[config.mk]
export PLATFORM = sky130hd
export DESIGN_NAME = tfn_isqrt_pipe
export DESIGN_NICKNAME = d
export VERILOG_FILES = /design/src/rtl/core/tfn_pkg.sv /design/src/rtl/core/tfn_isqrt_pipe.sv
export SDC_FILE = /design/constraint.sdc
export NUM_CORES = 2
export LEC_CHECK = 0
export BUFFER_PORTS_ARGS = -buffer_cell sky130_fd_sc_hd__clkbuf_2
export CORE_ASPECT_RATIO = 0.9
export CORE_UTILIZATION = 60
export CTS_CLUSTER_SIZE = 24
export DETAILED_ROUTE_END_ITERATION = 10
export GPL_TIMING_DRIVEN = 0
export PLACE_DENSITY = 0.75
export RECOVER_POWER = 50
export SLEW_MARGIN = 0
export SYNTH_ARGS = -nofsm -noshare
export SYNTH_HDL_FRONTEND = slang
export SYNTH_SLANG_ARGS = --single-unit
[constraint.sdc]
create_clock -name clk -period 5.03 [get_ports clk]
set_input_delay 0.503 -clock clk [delete_from_list [all_inputs] [get_ports clk]]
set_output_delay 0.503 -clock clk [all_outputs]
set_load 0.02 [all_outputs]
[src/rtl/core/tfn_pkg.sv]
// Shared constants for the triangle face normal core.
package tfn_pkg;

  localparam int COORD_BITS_DEF       = 16;
  localparam int NORMAL_FRAC_BITS_DEF = 14;
  localparam int OUT_BITS             = 16;
  localparam int NORM_BITS            = 31;
  localparam int SUM_BITS             = 64;
  localparam int ROOT_BITS            = 32;
  localparam int ROOT_STEPS           = 32;

endpackage

[src/rtl/core/tfn_isqrt_pipe.sv]
// Pipelined integer square root, one result bit per stage, with sideband.
module tfn_isqrt_pipe #(
  parameter int SIDE_W = 8
) (
  input  logic                             clk,
  input  logic                             rst,
  input  logic                             en,
  input  logic                             in_valid,
  input  logic [tfn_pkg::SUM_BITS-1:0]     in_val,
  input  logic [SIDE_W-1:0]                in_side,
  output logic                             out_valid,
  output logic [tfn_pkg::ROOT_BITS-1:0]    out_root,
  output logic [SIDE_W-1:0]                out_side
);
  import tfn_pkg::*;

  logic [SUM_BITS-1:0] rem  [0:ROOT_STEPS];
  logic [SUM_BITS-1:0] rt   [0:ROOT_STEPS];
  logic                vld  [0:ROOT_STEPS];
  logic [SIDE_W-1:0]   side [0:ROOT_STEPS];

  assign rem[0]  = in_val;
  assign rt[0]   = '0;
  assign vld[0]  = in_valid;
  assign side[0] = in_side;

  for (genvar k = 0; k < ROOT_STEPS; k++) begin : g_step
    localparam logic [SUM_BITS-1:0] BIT = SUM_BITS'(1) << (SUM_BITS - 2 - 2 * k);
    logic [SUM_BITS-1:0] cand;
    logic                ge;

    assign cand = rt[k] + BIT;
    assign ge   = rem[k] >= cand;

    always_ff @(posedge clk) begin
      if (rst) begin
        vld[k+1] <= 1'b0;
      end else if (en) begin
        vld[k+1] <= vld[k];
      end
      if (en) begin
        rem[k+1]  <= ge ? rem[k] - cand : rem[k];
        rt[k+1]   <= ge ? (rt[k] >> 1) + BIT : rt[k] >> 1;
        side[k+1] <= side[k];
      end
    end
  end

  assign out_valid = vld[ROOT_STEPS];
  assign out_root  = ROOT_BITS'(rt[ROOT_STEPS]);
  assign out_side  = side[ROOT_STEPS];

endmodule

==> impl_metrics.tcl <==
set metrics [dict create \
    outcome "finished with violations" \
    violations "max-capacitance violations, max-slew violations" \
    globalplace.congestion 0.937 \
    insertion_delay_ns 0.94 \
    pwr-share-clk 0.326 \
    synth_compound_area_frac 0.0863 \
    synth_top_family_by_area "simple AND/OR/NAND/NOR gates" \
    sw_frac_of_total 0.290 \
    post_cts_buffers 0 \
    synth_top_cell_area_share 0.645 \
    critPathKind "flop to flop" \
    firstDrtPassIters 6 \
    drt-total-wl_um 331000 \
    routedWlPerCell_um 24.6 \
    synthCells 9872 \
    worstHoldPathType "input port to flop" \
    fin_tns_setup_ns 0 \
    fmax_mhz 207 \
    p_comb_frac 0.198 \
    routed_via_density 6.14 \
    fin_crit_sh 0.960 \
    power_switching_mw 19.4 \
    drcViolationCount 0 \
    ant_nets 0 \
    grt_overflow_total 0 \
    yosys.area_share.xor_xnor 0.0596 \
    skew_ns 0.0744 \
    synth_fa_ha_area_frac 0.0542 \
    netlist_area_um2 129000 \
    synth_top_area_cell "edfxtp_1" \
    cts.sinks 2800 \
    hold_violations 0 \
    die-area_um2 217000 \
    synth-edff-count 2768 \
    grt_pass1_wl_um 495000 \
    startpoint_type "flop" \
    initial_core_util 0.603 \
    synth-async-reset-ratio 0 \
    dp_hpwl_um 243000 \
    yosys-mux-area-fraction 0.0109 \
    clockBufferDepth 4 \
    yosysUniqueCellTypes 96 \
    rsz0062_at_grt "no" \
    p_int_mw 47.4 \
    cts-htree-levels 5 \
    antenna_found_initial 6 \
    syn-num-nets 10500 \
    leakagePower_nw 53.8 \
    cts_root_buffer "clkbuf_16" \
    synth-seq-cells 2800 \
    fill_cells 15000 \
    grt_max_degree 131 \
    multiInputGateArea_um2 41700 \
    first_global_vias 80400 \
    path_max_fanout 7 \
    period_needed_ns 4.83 \
    maxSlewHeadroom -1.10 \
    drive_gt1_frac 0.0687 \
    yosys.area_share.simple 0.112 \
    core_um2 214000 \
    cts_buffers 299 \
    synth_flop_cell "edfxtp_1" \
    rr_worst_depth 11 \
    p_per_area_nw_per_um2 464 \
    yosys_warnings 0 \
    die_h_um 442 \
    maxSlewViolCount 704 \
    seq_power_share 0.477 \
    drtIter0Drc 8598 \
    pin_count 117 \
    synthTopCellsByArea "edfxtp_1 64%, ha_1 5.4%, xnor2_1 3.3%" \
    final-instance-count-excl-fill 13500 \
    placed_cells 12900 \
    rows 161 \
    maxCapViolCount 6 \
    final_net_count 11000 \
    setup.worst_path.end_class "flop" \
    finalSetupViolCount 0 \
    placement.io_buffers 116 \
    area_growth_syn_to_layout_pct 11.7 \
    cp.arrival_ns 5.45 \
    seqCellArea_um2 83800 \
    worstMarginPinSlew_ns 3.15 \
    num_vias 82700 \
    hold_depth 1 \
    required_ns 5.65 \
    seq_area_frac_synth 0.650 \
    cts_tree "done" \
    vdd_ir_drop_max_mv 0.422 \
    avgSynthCellArea_um2 13.1 \
    grt_usage 0.302 \
    die_w_um 491 \
    clkTransAtPathRegs_ns 0.06 \
]
## logic make-up after synthesis
logic type,count (synthesis)
AOI/OAI and AO/OA,1784
adders and majority gates,558
xor gates and xnor gates,877
buffers and inverters,907
muxes,129
DFF,2800
and+or+nand+nor,2817
## synthesized netlist by cell type (109+ instances only)
cell,instances
a21o_1,232
a21oi_1,617
clkbuf_1,149
edfxtp_1,2768
ha_1,558
inv_1,702
nand2_1,554
nand2b_1,109
nand3_1,160
nand4_1,159
nor2_1,714
nor3_1,271
nor4_1,327
o21a_1,111
o21ai_0,393
xnor2_1,481
xor2_1,396
## per-stage QoR
stage / hold slack [ns] / setup WS [ns] / power, mW / utilization / area (µm²)
2_1_floorplan: 0.400 / 1.51 / 40.3 / - / 129000
5_1_grt: 0.169 / 0.0325 / 69.5 / 0.673 / 144000
6_report: 0.174 / 0.202 / 66.7 / 0.673 / 144000
3_3_place_gp: 0.400 / -43.38 / 46.3 / 0.622 / 133000
4_1_cts: 0.136 / 0.0118 / 66.8 / 0.674 / 144000
3_5_place_dp: 0.405 / -0.797 / 45.0 / 0.626 / 134000
## what timing repair did
action,4_1_cts,5_1_grt
gates resized for setup,8,3
hold buffers,74,0
hold endpoints to repair,75,0
setup endpoints to repair,84,19
## sequential cells by signal (all words and copies together) (netlist names)
name       cells
rem         1984
rt           496
side         248
out_root      32
vld           31
out_side       8
out_valid      1
## layer usage
metal | vias up | wire (µm) | global-route usage
li1 | 38000 | - | -
met1 | 40800 | 142000 | 0.427
met2 | 3335 | 156000 | 0.487
met3 | 599 | 23800 | 0.0475
met4 | 8 | 9520 | 0.0864
met5 | - | 51 | 0
## worst paths after layout
| check | slack, ns | endpoint | from |
|---|---|---|---|
| worst max-delay path | 0.20 | rem[318] | rem[345] |
| worst min-delay path | 0.17 | side[250] | en |
| worst max register to register | 0.20 | rem[318] | rem[345] |
| worst min register to register | 0.40 | side[224] | side[232] |
## critical path, stage by stage, from the launching register on
cell and delay, ns:
edfxtp_1 0.41, ha_1 0.29, clkbuf_1 0.29, nand4_1 0.27, nor3_2 0.58, a21boi_0 0.79
nor4b_1 0.17, o21ai_1 0.36, nand2_1 0.21, a311oi_2 0.64, o2111ai_1 0.34, xnor2_1 0.21
## power groups by stage
stage / clock (mW) / combinational [mW] / sequential, mW
after floorplan: 0 / 9.33 / 31.0
after global placement: 0 / 12.1 / 34.2
after detailed placement: 0 / 12.9 / 32.1
after CTS: 22.0 / 13.1 / 31.7
after global routing: 22.9 / 14.6 / 32.0
final: 21.7 / 13.2 / 31.8
## area by class of cell
class | count | area share
antenna | 10 | 0.000174
buffer | 199 | 0.00583
clock buffer | 364 | 0.0552
multi-input combinational | 6165 | 0.290
inverter | 707 | 0.0184
tap | 2852 | 0.0248
sequential | 2800 | 0.582
clock inverter | 150 | 0.0108
timing repair buffer | 220 | 0.0130
## placed cells by master (no fill, tap or decap), types with 30 or more instances in the layout
cell / netlist / layout
dlygate4sd3_1: 0 / 74
nor4_1: 327 / 322
clkinv_1: 0 / 44
nor2b_1: 82 / 82
clkbuf_16: 0 / 309
o21a_1: 111 / 111
xor2_1: 396 / 396
nand2b_1: 109 / 109
nor4b_1: 52 / 52
a21o_1: 232 / 232
nand3_1: 160 / 159
mux2_2: 88 / 88
xnor2_1: 481 / 481
mux2i_1: 40 / 40
or2_2: 41 / 41
o31ai_1: 53 / 51
ha_1: 558 / 558
o21ai_0: 393 / 393
nand2_1: 554 / 554
nand3b_1: 35 / 35
bufinv_16: 0 / 30
dfxtp_1: 32 / 32
or4_1: 59 / 59
clkbuf_2: 0 / 72
edfxtp_1: 2768 / 2768
and3_1: 39 / 39
a31oi_1: 38 / 38
a21oi_1: 617 / 617
a211oi_1: 46 / 46
nor3_1: 271 / 269
o21bai_1: 53 / 53
inv_1: 702 / 702
or3_1: 90 / 90
nand4_1: 159 / 159
clkinv_2: 0 / 44
nor2_1: 714 / 714
clkbuf_1: 149 / 255
a21boi_0: 31 / 31
Power figures use the tool's default switching activity.
